File: src/hdl/pks_pkg.sv
`default_nettype none
// ----------------------------------------------------------------------------
// pks_pkg
// Shared types, key codes and modifier bits for the held-key tracker.
// ----------------------------------------------------------------------------
package pks_pkg;

    // Width of one evdev key code
    localparam int KEY_W = 10;

    // Width of the modifier masks and of the count field on the result word
    localparam int MASK_W  = 4;
    localparam int COUNT_W = 5;

    // Bus widths, padded to whole bytes
    localparam int S_DATA_W = 16;
    localparam int M_DATA_W = 16;

    // Input word kinds (carried on s_tuser)
    localparam logic CMD_KEY   = 1'b0;
    localparam logic CMD_CLEAR = 1'b1;

    // evdev modifier codes
    localparam logic [KEY_W-1:0] EV_LSHIFT = 10'd42;
    localparam logic [KEY_W-1:0] EV_RSHIFT = 10'd54;
    localparam logic [KEY_W-1:0] EV_LCTRL  = 10'd29;
    localparam logic [KEY_W-1:0] EV_RCTRL  = 10'd97;
    localparam logic [KEY_W-1:0] EV_LALT   = 10'd56;
    localparam logic [KEY_W-1:0] EV_RALT   = 10'd100;
    localparam logic [KEY_W-1:0] EV_CAPS   = 10'd58;

    // Mask bits
    localparam logic [MASK_W-1:0] BIT_NONE  = 4'b0000;
    localparam logic [MASK_W-1:0] BIT_SHIFT = 4'b0001;
    localparam logic [MASK_W-1:0] BIT_CAPS  = 4'b0010;
    localparam logic [MASK_W-1:0] BIT_CTRL  = 4'b0100;
    localparam logic [MASK_W-1:0] BIT_ALT   = 4'b1000;

    // Sequencer states
    typedef enum logic {
        ST_IDLE,
        ST_UPDATE
    } pks_state_t;

    // Broadcast control to every cell of the chain
    typedef struct packed {
        logic             capture;  // word accepted: compare key in every cell
        logic             shift;    // release of a held key: close the gap
        logic             append;   // press of an absent key: write at the end
        logic [KEY_W-1:0] key;
    } pks_cell_ctl_t;

    // Modifier bit of a key code, none for ordinary keys
    function automatic logic [MASK_W-1:0] pks_mod_bit(input logic [KEY_W-1:0] code);
        logic [MASK_W-1:0] bits;
        case (code)
            EV_LSHIFT, EV_RSHIFT: bits = BIT_SHIFT;
            EV_LCTRL, EV_RCTRL:   bits = BIT_CTRL;
            EV_LALT, EV_RALT:     bits = BIT_ALT;
            EV_CAPS:              bits = BIT_CAPS;
            default:              bits = BIT_NONE;
        endcase
        return bits;
    endfunction

endpackage
`default_nettype wire

File: src/hdl/pks_cell.sv
`default_nettype none
// ----------------------------------------------------------------------------
// pks_cell
// One slot of the held-key list: holds a code, compares it with the key and
// takes its right-hand neighbour's code when it or an earlier slot is freed.
// ----------------------------------------------------------------------------
module pks_cell (
    input  wire logic                        aclk,
    input  wire logic                        aresetn,
    input  wire pks_pkg::pks_cell_ctl_t      ctl,
    input  wire logic                        occupied,   // slot lies below the count
    input  wire logic                        append_sel, // slot is the first free one
    input  wire logic                        rm_in,      // match somewhere to the left
    input  wire logic [pks_pkg::KEY_W-1:0]   next_code,  // neighbour's code
    output logic                             rm_out,
    output logic                             hit,
    output logic [pks_pkg::KEY_W-1:0]        code
);
    import pks_pkg::*;

    logic [KEY_W-1:0] code_reg;
    logic             hit_reg;

    // Compare on accept; result held for the update cycle
    always_ff @(posedge aclk) begin
        if (!aresetn) begin
            hit_reg <= 1'b0;
        end else if (ctl.capture) begin
            hit_reg <= occupied && (code_reg == ctl.key);
        end
    end

    // Slots at or after the match move down by one
    assign rm_out = rm_in | hit_reg;

    always_ff @(posedge aclk) begin
        if (ctl.shift && rm_out) begin
            code_reg <= next_code;
        end else if (ctl.append && append_sel) begin
            code_reg <= ctl.key;
        end
    end

    assign hit  = hit_reg;
    assign code = code_reg;

endmodule
`default_nettype wire

File: src/hdl/pks_mods.sv
`default_nettype none
// ----------------------------------------------------------------------------
// pks_mods
// Depressed and locked modifier masks, updated once per word.
// ----------------------------------------------------------------------------
module pks_mods (
    input  wire logic                         aclk,
    input  wire logic                         aresetn,
    input  wire logic                         commit,
    input  wire logic                         clear,
    input  wire logic [pks_pkg::KEY_W-1:0]    key,
    input  wire logic                         press,
    output logic [pks_pkg::MASK_W-1:0]        held_next,
    output logic [pks_pkg::MASK_W-1:0]        lock_next
);
    import pks_pkg::*;

    logic [MASK_W-1:0] held_reg;
    logic [MASK_W-1:0] lock_reg;
    logic [MASK_W-1:0] mod;

    // Caps press toggles the lock; other modifiers follow press/release
    always_comb begin
        mod       = pks_mod_bit(key);
        held_next = held_reg;
        lock_next = lock_reg;
        if (commit) begin
            if (clear) begin
                held_next = BIT_NONE;
            end else if (mod != BIT_NONE) begin
                if ((key == EV_CAPS) && press) begin
                    lock_next = lock_reg ^ mod;
                end else if (press) begin
                    held_next = held_reg | mod;
                end else begin
                    held_next = held_reg & ~mod;
                end
            end
        end
    end

    always_ff @(posedge aclk) begin
        if (!aresetn) begin
            held_reg <= BIT_NONE;
            lock_reg <= BIT_NONE;
        end else begin
            held_reg <= held_next;
            lock_reg <= lock_next;
        end
    end

endmodule
`default_nettype wire

File: src/hdl/pressed_key_set_with_modifiers_top.sv
`default_nettype none
// ----------------------------------------------------------------------------
// pressed_key_set_with_modifiers_top
// Held-key list with depressed and locked modifier masks.
// ----------------------------------------------------------------------------
// For each input word, in the accept cycle (ST_IDLE) every cell of the
// KEY_SLOTS-long chain compares its stored code with the key. Then, in
// ST_UPDATE, the list is updated (append at the end, or every cell from the
// match on takes its neighbour's code) while the result word is loaded into
// the output register. A new word is taken once the sequencer is back in
// ST_IDLE, even if the previous result still waits on m_tready; the update
// stalls only while that result is not taken. One result word per input word.
// ----------------------------------------------------------------------------
module pressed_key_set_with_modifiers_top #(
    parameter int KEY_SLOTS = 16
) (
    input  wire logic                           aclk,
    input  wire logic                           aresetn,
    // Input words
    input  wire logic                           s_tvalid,
    output logic                                s_tready,
    input  wire logic [pks_pkg::S_DATA_W-1:0]   s_tdata,  // [9:0] key_code, [10] is_press
    input  wire logic                           s_tuser,  // [0] command
    // Result words
    output logic                                m_tvalid,
    input  wire logic                           m_tready,
    output logic [pks_pkg::M_DATA_W-1:0]        m_tdata   // [3:0] mods_held, [7:4] mods_lock,
                                                          // [12:8] held_count
);
    import pks_pkg::*;

    localparam int CNT_W = $clog2(KEY_SLOTS + 1);

    pks_state_t          state_reg, state_next;
    logic                cmd_reg;
    logic [KEY_W-1:0]    key_reg;
    logic                press_reg;
    logic [CNT_W-1:0]    total_reg, total_next;
    logic [M_DATA_W-1:0] m_tdata_reg;
    logic                m_tvalid_reg;

    logic                accept, commit, found, full, do_add, do_rm;
    pks_cell_ctl_t       ctl;
    logic [MASK_W-1:0]   held_next, lock_next;

    logic [KEY_SLOTS:0]  rm_chain;
    logic [KEY_SLOTS-1:0] hits;
    logic [KEY_W-1:0]    codes [KEY_SLOTS];

    // Sequencer
    always_ff @(posedge aclk) begin
        if (!aresetn) begin
            state_reg <= ST_IDLE;
        end else begin
            state_reg <= state_next;
        end
    end

    always_comb begin
        state_next = state_reg;
        s_tready   = 1'b0;
        commit     = 1'b0;
        case (state_reg)
            ST_IDLE: begin
                s_tready = 1'b1;
                if (s_tvalid) begin
                    state_next = ST_UPDATE;
                end
            end
            ST_UPDATE: begin
                commit = !m_tvalid_reg || m_tready;
                if (commit) begin
                    state_next = ST_IDLE;
                end
            end
            default: begin
                state_next = ST_IDLE;
            end
        endcase
    end

    assign accept = s_tvalid && s_tready;

    // Latch the word
    always_ff @(posedge aclk) begin
        if (accept) begin
            cmd_reg   <= s_tuser;
            key_reg   <= s_tdata[KEY_W-1:0];
            press_reg <= s_tdata[KEY_W];
        end
    end

    // List update decisions
    assign found  = rm_chain[KEY_SLOTS];
    assign full   = (total_reg == CNT_W'(KEY_SLOTS));
    assign do_add = commit && (cmd_reg == CMD_KEY) && press_reg && !found && !full;
    assign do_rm  = commit && (cmd_reg == CMD_KEY) && !press_reg && found;

    always_comb begin
        total_next = total_reg;
        if (commit && (cmd_reg == CMD_CLEAR)) begin
            total_next = '0;
        end else if (do_add) begin
            total_next = total_reg + CNT_W'(1);
        end else if (do_rm) begin
            total_next = total_reg - CNT_W'(1);
        end
    end

    always_ff @(posedge aclk) begin
        if (!aresetn) begin
            total_reg <= '0;
        end else begin
            total_reg <= total_next;
        end
    end

    // Cell chain
    always_comb begin
        ctl.capture = accept;
        ctl.shift   = do_rm;
        ctl.append  = do_add;
        ctl.key     = (state_reg == ST_IDLE) ? s_tdata[KEY_W-1:0] : key_reg;
    end

    assign rm_chain[0] = 1'b0;

    for (genvar i = 0; i < KEY_SLOTS; i++) begin : g_cell
        logic [KEY_W-1:0] nbr;
        if (i == KEY_SLOTS - 1) begin : g_last
            assign nbr = codes[i];
        end else begin : g_mid
            assign nbr = codes[i+1];
        end

        pks_cell u_cell (
            .aclk       (aclk),
            .aresetn    (aresetn),
            .ctl        (ctl),
            .occupied   (CNT_W'(i) < total_reg),
            .append_sel (CNT_W'(i) == total_reg),
            .rm_in      (rm_chain[i]),
            .next_code  (nbr),
            .rm_out     (rm_chain[i+1]),
            .hit        (hits[i]),
            .code       (codes[i])
        );
    end

    // Modifier masks
    pks_mods u_mods (
        .aclk      (aclk),
        .aresetn   (aresetn),
        .commit    (commit),
        .clear     (cmd_reg == CMD_CLEAR),
        .key       (key_reg),
        .press     (press_reg),
        .held_next (held_next),
        .lock_next (lock_next)
    );

    // Output register
    always_ff @(posedge aclk) begin
        if (!aresetn) begin
            m_tvalid_reg <= 1'b0;
        end else if (commit) begin
            m_tvalid_reg <= 1'b1;
        end else if (m_tready) begin
            m_tvalid_reg <= 1'b0;
        end
    end

    always_ff @(posedge aclk) begin
        if (commit) begin
            m_tdata_reg <= {(M_DATA_W - COUNT_W - 2 * MASK_W)'(0),
                            COUNT_W'(total_next), lock_next, held_next};
        end
    end

    assign m_tvalid = m_tvalid_reg;
    assign m_tdata  = m_tdata_reg;

`ifndef SYNTH
    // Count never exceeds the slot count
    a_total_range: assert property (@(posedge aclk) disable iff (!aresetn)
        total_reg <= CNT_W'(KEY_SLOTS))
        else $error("held count above slot count");

    // Codes in the list are unique, so at most one cell matches
    a_single_hit: assert property (@(posedge aclk) disable iff (!aresetn)
        $onehot0(hits))
        else $error("more than one cell matched the key");

    // A clear empties the list
    a_clear: assert property (@(posedge aclk) disable iff (!aresetn)
        commit && (cmd_reg == CMD_CLEAR) |=> total_reg == '0)
        else $error("clear left keys in the list");

    // A press of a key already held leaves the count alone
    a_repeat_press: assert property (@(posedge aclk) disable iff (!aresetn)
        commit && (cmd_reg == CMD_KEY) && press_reg && found |=> $stable(total_reg))
        else $error("repeated press changed the count");

    // No update while a result is still waiting
    a_no_overwrite: assert property (@(posedge aclk) disable iff (!aresetn)
        m_tvalid_reg && !m_tready |-> !commit)
        else $error("result overwritten before it was taken");
`endif

endmodule
`default_nettype wire
File: config.mk
export PLATFORM = sky130hd
export DESIGN_NAME = pressed_key_set_with_modifiers_top
export DESIGN_NICKNAME = d
export VERILOG_FILES = /design/src/hdl/pks_pkg.sv /design/src/hdl/pks_cell.sv /design/src/hdl/pks_mods.sv /design/src/hdl/pressed_key_set_with_modifiers_top.sv
export SDC_FILE = /design/constraint.sdc
export NUM_CORES = 1
export LEC_CHECK = 0
export ABC_AREA = 1
export BUFFER_PORTS_ARGS = -buffer_cell sky130_fd_sc_hd__buf_2
export CAP_MARGIN = 20
export CORE_ASPECT_RATIO = 2
export CORE_UTILIZATION = 50
export CTS_CLUSTER_DIAMETER = 40
export DETAILED_ROUTE_END_ITERATION = 10
export PLACE_DENSITY = 0.63
export SLEW_MARGIN = 40
export SYNTH_ARGS = -nofsm -noshare
export SYNTH_HDL_FRONTEND = slang
export SYNTH_HIERARCHICAL = 1
export SYNTH_SLANG_ARGS = --single-unit
File: constraint.sdc
create_clock -name aclk -period 14.75 [get_ports aclk]
set_clock_uncertainty 0.15 [all_clocks]
set_input_delay 0 -clock aclk [delete_from_list [all_inputs] [get_ports aclk]]
set_output_delay 0 -clock aclk [all_outputs]
set_load 0.02 [all_outputs]
==> results.ini, run 1 <==
[timing]
fmax_mhz = 165
slew_headroom = 0.499
period_needed_ps = 6070
setup_viol = 0
rsz0062_at_grt = no
tightest_slew_ps = 749
setup_tns_ps = 0
fin_ws_ps = 8680
post-route-period-util = 0.411
drv_slew = 0
finalHoldViolCount = 0

[global_routing]
grt_max_degree = 33
first_global_vias = 11000
grtUsageTotal = 0.233
grt_pass1_wl_um = 52200
antenna_found_initial = 0
grt_overflow = 0

[yosys]
synth_cell_types = 36
yosysTopAreaCell = edfxtp_1
synthTopCellsByArea = edfxtp_1, nand2_1, inv_1
ys_warn_count = 6
async_reset_ff_frac = 0
netlist_area_sq_um = 14000
synthFlopType = edfxtp_1
yosysMostFrequentCell = nand2_1
synth_edf_count = 185
synth_common_cells = nand2_1, inv_1, nor2_1, edfxtp_1, a21oi_2
synth.avg_cell_area_sq_um = 7.57
synth_cells = 1856
ys_ff_latch = 216
ys_seq_area_frac = 0.440
synth_top_area_share = 0.396

[clock_network]
cts_tree = done
cts_root_buffer = clkbuf_16
cts_htree_levels = 1
clkTransAtPathRegs_ps = 60
post_cts_buffers = 0
cts.sinks = 216
cts_buffers = 25
post_cts_resized = 0
ctsLongestPathBuffers = 3
clk_latency_ps = 550

[place]
io_buffers = 30
gp_congestion = 0.917
dp_hpwl_um = 23500
pre_cts_slack_ps = 8670

[detailed_routing]
via_per_inst = 4.82
wl_um = 32300
drt_iter0_markers = 598
wl_per_cell_um = 14.2
ant_nets = 0
drc = 0
drt-pass1-iter-count = 5
vias = 10900

[final_layout]
seq_area_sq_um = 6180
final_layout_size_suffix_gt1_frac = 0.162
antennaDiodeCount = 0
syn_to_final_growth_pct = 7.92
largest_reg_flops = 160
fillers = 2694
nNetsFinal = 1926
multiInputGateArea_sq_um = 5940

[setup_path]
path_cells = or2_4 > or2_4 > or2_4 > or2_4 > or2_4 > or2_4 > or2_4 > or2_4 > or2_4 > or2_4 > or2_4 > or2_4 > or2_4 > or2_4 > or2_4 > or2_4 > inv_1 > nand2_1 > inv_1 > nand2_4 > nor2_4 > nand2_1 > nand2_1
endpoint_kind = register
crit_required_ps = 14780
cp-start-kind = register
crit_type = register to register
crit_fanout = 20
cp_top_family = simple AND/OR/NAND/NOR gates
slowest_stage = nand2_1
crit_buf_inv = 2
path_common_cell = or2_4
cp_slowest_stage_delay_ps = 420
critPathArrivalTime_ps = 6100

[floorplan]
dieArea_sq_um = 28800
io_pins = 39
core_sq_um = 27500
fp.dieW_um = 121
die_h_um = 239
initial_utilization = 0.510
rows = 86

[power]
power_density_nw_per_um2 = 99.8
max-vdd-ir-drop_v = 0.0000907
p_leak_nw = 7.48
power_mw = 1.51

[flow_run]
cap_violations = 0

[worst_hold_path]
hp-class = primary input to register

[status]
status = finished, final reports clean

==> timing repair <==
item,in CTS,in global routing
hold buffers,17,0
endpoints found under the hold margin,45,0
setup endpoints to repair,0,0
==> cell families after synthesis <==
family,Yosys count,synth area share
AO/OA/AOI/OAI,194,0.109
AND/OR/NAND/NOR,1014,0.305
other,1,0.000267
flip-flops,216,0.440
XOR/XNOR,3,0.00187
adder cells (fa/ha/maj),5,0.00446
buffers and inverters,423,0.139
==> per-stage QoR <==
stage	instances	hold slack, ps	utilization	instance area [sq um]
after floorplan	1859	-52.4	-	14100
final	2271	26.8	0.550	15200
after detailed placement	2208	31.6	0.516	14200
after global routing	2271	29.9	0.550	15200
after global placement	2208	34.6	0.515	14200
after CTS	2271	6.32	0.550	15200
==> path summary, 6_finish.rpt <==
path                                startpoint                             endpoint  slack [ps]  cells after the start
max reg2reg  g_cell[0].u_cell/hit$_SDFFE_PN0P_  g_cell[15].u_cell/code[8]$_DFFE_PP_        8680                     23
min                                s_tdata[10]                  press_reg$_DFFE_PP_          30                      2
min reg2reg      u_mods/lock_reg[3]$_SDFF_PN0_        u_mods/lock_reg[3]$_SDFF_PN0_         280                      2
max          g_cell[0].u_cell/hit$_SDFFE_PN0P_  g_cell[15].u_cell/code[8]$_DFFE_PP_        8680                     23
==> area by class of cell <==
cell class | instances | share of cell area
clock buffers | 34 | 0.0435
clock inverters | 12 | 0.00801
inverters | 381 | 0.0944
multi-input cells | 1220 | 0.392
flip-flops and latches | 216 | 0.408
well taps | 352 | 0.0291
repair buffers | 56 | 0.0256
==> placed cells by master (no fill, tap or decap), drive strengths merged, types with 2 or more instances in the layout <==
cell type,n
inv,386
nor3,2
dfxtp,31
nor2,311
o21bai,2
a21oi,182
nand4,21
nand2,585
nand3,47
conb,4
ha,5
clkinv,5
clkbuf,34
xor2,2
edfxtp,185
dlygate4sd3,17
o21ai,8
buf,39
or2,48
==> power by group <==
part           internal [mW]  switching [mW]
clock                  0.338           0.261
sequential             0.682         0.00959
combinational         0.0758           0.146
==> layer usage <==
layer	share of wire	track usage
met1	0.36	0.224
met2	0.58	0.488
met3	0.026	0.0210
met4	0.032	0.0872
met5	0	0
Power figures use the tool's default switching activity.
==> run 2: changes to the inputs <==
==> constraint.sdc (replaced) <==
create_clock -name aclk -period 6.15 [get_ports aclk]
set_clock_uncertainty 0.15 [all_clocks]
set_input_delay 0 -clock aclk [delete_from_list [all_inputs] [get_ports aclk]]
set_output_delay 0 -clock aclk [all_outputs]
set_load 0.02 [all_outputs]
==> results.ini, run 2 (same netlist as run 1, synthesis figures left out) <==
[status]
status = finished, final reports clean  ; unchanged

[setup_path]
crit_buf_inv = 5  ; was 2
path_common_cell = or2_4  ; unchanged
crit_fanout = 21  ; was 20
cp_top_family = simple AND/OR/NAND/NOR gates  ; unchanged
endpoint_kind = register  ; unchanged
cp_slowest_stage_delay_ps = 310  ; was 420 ps
cp-start-kind = register  ; unchanged
crit_type = register to register  ; unchanged
slowest_stage = dfxtp_1  ; was nand2_1
crit_required_ps = 6280  ; was 14780 ps
critPathArrivalTime_ps = 6050  ; was 6100 ps

[power]
power_frac_clock = 0.420  ; was 0.396
p_leak_nw = 7.62  ; was 7.48 nW
power_density_nw_per_um2 = 245  ; was 99.8 nW/um^2
max-vdd-ir-drop_v = 0.000237  ; was 0.0000907 V
p_int_mw = 2.78  ; was 1.10 mW
combPwrFrac = 0.141  ; was 0.147
p_sw_frac = 0.265  ; was 0.276
switching_power_mw = 1.00  ; was 0.417 mW
p_seq_frac = 0.439  ; was 0.457

[place]
io_buffers = 30  ; unchanged
gp_congestion = 0.915  ; was 0.917
dp_hpwl_um = 23600  ; was 23500 um
placed_area_sq_um = 14400  ; was 14200 sq um

[final_layout]
antennaDiodeCount = 0  ; unchanged
mostFrequentLayoutCells = nand2_1, inv_1, nor2_1  ; unchanged
final_common_cell = nand2_1  ; unchanged
syn_to_final_growth_pct = 9.94  ; was 7.92%
fin_area_sq_um = 15400  ; was 15200 sq um
multiInputGateArea_sq_um = 5960  ; was 5940 sq um
largest_reg_flops = 160  ; unchanged
seq_area_sq_um = 6180  ; unchanged
nNetsFinal = 1943  ; was 1926
fillers = 2664  ; was 2694
final_layout_size_suffix_gt1_frac = 0.171  ; was 0.162

[detailed_routing]
ant_nets = 0  ; unchanged
wl_um = 32700  ; was 32300 um
drc = 0  ; unchanged
drt-pass1-iter-count = 5  ; unchanged
drt_iter0_markers = 510  ; was 598
via_per_inst = 4.80  ; was 4.82
vias = 11000  ; was 10900
wl_per_cell_um = 14.3  ; was 14.2 um

[floorplan]
initial_utilization = 0.510  ; unchanged
io_pins = 39  ; unchanged
dieArea_sq_um = 28800  ; unchanged
fp.dieW_um = 121  ; unchanged
core_sq_um = 27500  ; unchanged
rows = 86  ; unchanged
die_h_um = 239  ; unchanged

[flow_run]
cap_violations = 0  ; unchanged

[global_routing]
grt_max_degree = 33  ; unchanged
grt_pass1_wl_um = 53000  ; was 52200 um
grt_overflow = 0  ; unchanged
antenna_found_initial = 0  ; unchanged
grtUsageTotal = 0.236  ; was 0.233
first_global_vias = 11000  ; about the same

[timing]
drv_slew = 0  ; unchanged
post-route-period-util = 0.962  ; was 0.411
finalHoldViolCount = 0  ; unchanged
rsz0062_at_grt = no  ; unchanged
tightest_slew_ps = 837  ; was 749 ps
fmax_mhz = 169  ; was 165 MHz
slew_headroom = 0.440  ; was 0.499
setup_tns_ps = 0  ; unchanged
period_needed_ps = 5920  ; was 6070 ps
setup_viol = 0  ; unchanged

[clock_network]
ctsLongestPathBuffers = 3  ; unchanged
cts_tree = done  ; unchanged
cts.sinks = 216  ; unchanged
clk_latency_ps = 540  ; was 550 ps
cts_root_buffer = clkbuf_16  ; unchanged
post_cts_resized = 0  ; unchanged
cts_htree_levels = 1  ; unchanged
clkTransAtPathRegs_ps = 60  ; about the same
cts_buffers = 26  ; was 25

[worst_hold_path]
hp-class = primary input to register  ; unchanged

[run 2: cell types whose count changed in the layout (fill, tap and decap cells not counted), moves of 2 or more]
cell       change
clkbuf_16      +2
nand2_4        +2
inv_6          +2
buf_4         +12
bufinv_16      +2
clkbuf_1       -3
inv_4          -3
clkinv_1       +2
clkbuf_8       +2
nand2_1        -3
[run 2: final cells by class]
type                       count  share of cell area
clock buffer                  35              0.0470
tap                          352              0.0285
timing repair buffer          72              0.0357
inverter                     381              0.0926
multi-input combinational   1220               0.386
sequential                   216               0.400
clock inverter                13              0.0103
[run 2: per-layer routing]
layer,GRT usage,part of all wire
met5,0,0
met2,0.493,0.58
met3,0.0212,0.020
met4,0.0928,0.035
met1,0.227,0.36
[run 2: worst paths after layout]
path	start	endpoint	cells after the start	slack, ps
setup / recovery	g_cell[0].u_cell/hit$_SDFFE_PN0P_	g_cell[4].u_cell/code[6]$_DFFE_PP_	25	230
hold / removal	s_tuser	cmd_reg$_DFFE_PP_	2	30
setup reg to reg	g_cell[0].u_cell/hit$_SDFFE_PN0P_	g_cell[4].u_cell/code[6]$_DFFE_PP_	25	230
hold reg to reg	u_mods/lock_reg[2]$_SDFF_PN0_	u_mods/lock_reg[2]$_SDFF_PN0_	2	280
[run 2: power groups by stage]
stage	Combinational [mW]	Clock [mW]	Sequential [mW]
3_5_place_dp	0.527	0	1.69
5_1_grt	0.604	1.68	1.66
3_3_place_gp	0.513	0	1.69
4_1_cts	0.540	1.63	1.66
6_report	0.535	1.59	1.66
2_1_floorplan	0.395	0	1.69
[run 2: worst reg2reg max path, delay by kind of cell (launching register included)]
family        cells  cell delay [ps]
flops             1              310
simple gates     20             4480
buf+inv           5              710
[run 2: timing repair]
action,CTS,global route
setup endpoints to repair,0,0
hold buffers,18,0
endpoints found under the hold margin,43,0
buffers inserted,0,0
[run 2: metrics by stage]
| stage | std cells | setup slack, ps | hold slack [ps] | util | total power [mW] |
|---|---|---|---|---|---|
| floorplan | 1859 | 626 | -52.4 | - | 2.08 |
| finish | 2289 | 235 | 25.0 | 0.560 | 3.78 |
| global route | 2289 | 14.9 | 30.7 | 0.560 | 3.94 |
| detailed placement | 2223 | 273 | 29.3 | 0.521 | 2.22 |
| CTS | 2289 | 229 | 11.2 | 0.560 | 3.83 |
| global placement | 2221 | 360 | 32.1 | 0.520 | 2.20 |
==> run 3: changes to the inputs <==
--- a/config.mk
+++ b/config.mk
@@ -8,7 +8,6 @@
 export ABC_AREA = 1
 export BUFFER_PORTS_ARGS = -buffer_cell sky130_fd_sc_hd__buf_2
 export CAP_MARGIN = 20
-export CORE_ASPECT_RATIO = 2
 export CORE_UTILIZATION = 50
 export CTS_CLUSTER_DIAMETER = 40
 export DETAILED_ROUTE_END_ITERATION = 10
==> results.ini, run 3 (same netlist as run 1, synthesis figures left out) <==
[status]
status = finished, final reports clean  ; unchanged

[setup_path]
regToRegStartpoint = g_cell[0].u_cell/hit$_SDFFE_PN0P_  ; unchanged
critPathArrivalTime_ps = 6000  ; was 6050 ps
crit_type = register to register  ; unchanged
endpoint_kind = register  ; unchanged
cp-start-kind = register  ; unchanged
crit_fanout = 21  ; unchanged
ff2ff_setup_slack_ps = 250  ; was 230 ps
crit_required_ps = 6260  ; was 6280 ps
r2r_end = g_cell[9].u_cell/code[4]$_DFFE_PP_  ; was g_cell[4].u_cell/code[6]$_DFFE_PP_
r2r_cells = 25  ; unchanged

[detailed_routing]
wl_um = 30300  ; was 32700 um
vias = 10900  ; was 11000
drc = 0  ; unchanged
drt-pass1-iter-count = 5  ; unchanged
wl_per_cell_um = 13.0  ; was 14.3 um
drt_iter0_markers = 615  ; was 510
via_per_inst = 4.68  ; was 4.80
ant_nets = 0  ; unchanged

[timing]
period_needed_ps = 5900  ; was 5920 ps
fmax_mhz = 170  ; was 169 MHz
post-route-period-util = 0.959  ; was 0.962
rsz0062_at_grt = no  ; unchanged
slew_headroom = 0.456  ; was 0.440
finalHoldViolCount = 0  ; unchanged
fin_hold_ws_ps = 59.5  ; was 25.0 ps
drv_slew = 0  ; unchanged
setup_tns_ps = 0  ; unchanged
tightest_slew_ps = 813  ; was 837 ps
setup_viol = 0  ; unchanged

[power]
max-vdd-ir-drop_v = 0.000284  ; was 0.000237 V
power_frac_clock = 0.517  ; was 0.420
combPwrFrac = 0.117  ; was 0.141
p_int_mw = 3.40  ; was 2.78 mW
power_density_nw_per_um2 = 282  ; was 245 nW/um^2
switching_power_mw = 1.14  ; was 1.00 mW
p_leak_nw = 7.92  ; was 7.62 nW
p_sw_frac = 0.250  ; was 0.265
p_seq_frac = 0.366  ; was 0.439

[final_layout]
antennaDiodeCount = 0  ; unchanged
final_layout_size_suffix_gt1_frac = 0.185  ; was 0.171
nNetsFinal = 1958  ; was 1943
largest_reg_flops = 160  ; unchanged
mostFrequentLayoutCells = nand2_1, inv_1, nor2_1  ; unchanged
final_common_cell = nand2_1  ; unchanged
fin_area_sq_um = 16100  ; was 15400 sq um
syn_to_final_growth_pct = 14.4  ; was 9.94%

[clock_network]
ctsLongestPathBuffers = 3  ; unchanged
cts_htree_levels = 2  ; was 1
post_cts_buffers = 0  ; unchanged
clk_latency_ps = 520  ; was 540 ps
cts_root_buffer = clkbuf_16  ; unchanged
post_cts_resized = 0  ; unchanged
cts.sinks = 216  ; unchanged
cts_buffers = 41  ; was 26
cts_tree = done  ; unchanged
clkTransAtPathRegs_ps = 60  ; about the same
hold_buffers = 17  ; was 18

[place]
dp_hpwl_um = 20800  ; was 23600 um
gp_congestion = 0.874  ; was 0.915
placed_area_sq_um = 14400  ; about the same
io_buffers = 30  ; unchanged

[floorplan]
fp.dieW_um = 170  ; was 121 um
die_h_um = 170  ; was 239 um
rows = 60  ; was 86
initial_utilization = 0.515  ; was 0.510
core_sq_um = 27300  ; was 27500 sq um
dieArea_sq_um = 28800  ; about the same
io_pins = 39  ; unchanged

[worst_hold_path]
hold_end = press_reg$_DFFE_PP_  ; was cmd_reg$_DFFE_PP_
hp-class = primary input to register  ; unchanged
hold_path.startpoint = s_tdata[10]  ; was s_tuser
holdPathStages = 2  ; unchanged

[global_routing]
grt_overflow = 0  ; unchanged
grtUsageTotal = 0.218  ; was 0.236
grt_pass1_wl_um = 51100  ; was 53000 um
antenna_found_initial = 0  ; unchanged
grt_max_degree = 33  ; unchanged
first_global_vias = 10800  ; was 11000

[flow_run]
cap_violations = 0  ; unchanged

## run 3: routing by layer
layer  GRT usage  vias to the layer above  share of wire
li1            -                     5831              -
met1       0.283                     4912           0.47
met2       0.382                      148           0.48
met3      0.0301                       38          0.031
met4      0.0552                        0          0.015
met5           0                        -              0
## run 3: area by class of cell
type / instances / area [sq um]
Timing Repair Buffer: 72 / 573
Fill cell: 2487 / 11200
Inverter: 381 / 1430
Clock inverter: 22 / 255
Multi-Input combinational cell: 1220 / 5950
Sequential cell: 216 / 6180
Tap cell: 372 / 465
Clock buffer: 54 / 1220
## run 3: worst max path at each step
stage | from | to | depth (start not counted)
finish | g_cell[0].u_cell/hit$_SDFFE_PN0P_ | g_cell[9].u_cell/code[4]$_DFFE_PP_ | 25
global route | g_cell[0].u_cell/hit$_SDFFE_PN0P_ | g_cell[3].u_cell/code[4]$_DFFE_PP_ | 25
CTS | g_cell[0].u_cell/hit$_SDFFE_PN0P_ | g_cell[9].u_cell/code[4]$_DFFE_PP_ | 25
detailed placement | g_cell[0].u_cell/hit$_SDFFE_PN0P_ | g_cell[3].u_cell/code[2]$_DFFE_PP_ | 25
global placement | g_cell[0].u_cell/hit$_SDFFE_PN0P_ | g_cell[2].u_cell/code[6]$_DFFE_PP_ | 24
floorplan | g_cell[0].u_cell/hit$_SDFFE_PN0P_ | g_cell[0].u_cell/code[0]$_DFFE_PP_ | 23
## run 3: power groups by stage
stage                     Sequential, mW  Clock [mW]  Combinational (mW)
after floorplan                     1.69           0               0.395
after global placement              1.69           0               0.506
after detailed placement            1.69           0               0.522
after CTS                           1.66        2.39               0.534
after global routing                1.66        2.46               0.603
final                               1.66        2.35               0.530
## run 3: stage by stage
| step | util | instances | total power, mW | setup WS (ps) |
|---|---|---|---|---|
| after floorplan | - | 1859 | 2.08 | 626 |
| after global placement | 0.527 | 2242 | 2.19 | 382 |
| after detailed placement | 0.529 | 2244 | 2.21 | 273 |
| after CTS | 0.589 | 2337 | 4.58 | 235 |
| after global routing | 0.590 | 2337 | 4.73 | 53.4 |
| final | 0.590 | 2337 | 4.54 | 255 |
## run 3: critical path, cell delays in order (launching register included)
cell and delay (ps):
dfxtp_1 310, or2_4 260, or2_4 250, or2_4 250
or2_4 250, or2_4 250, or2_4 250, or2_4 250
or2_4 250, or2_4 250, or2_4 250, or2_4 250
or2_4 250, or2_4 250, or2_4 250, or2_4 250
or2_4 250, inv_1 70, nor2_1 60, inv_1 110
nor2_4 80, buf_16 160, buf_16 170, nand2_4 240
nand2_1 90, buf_4 190
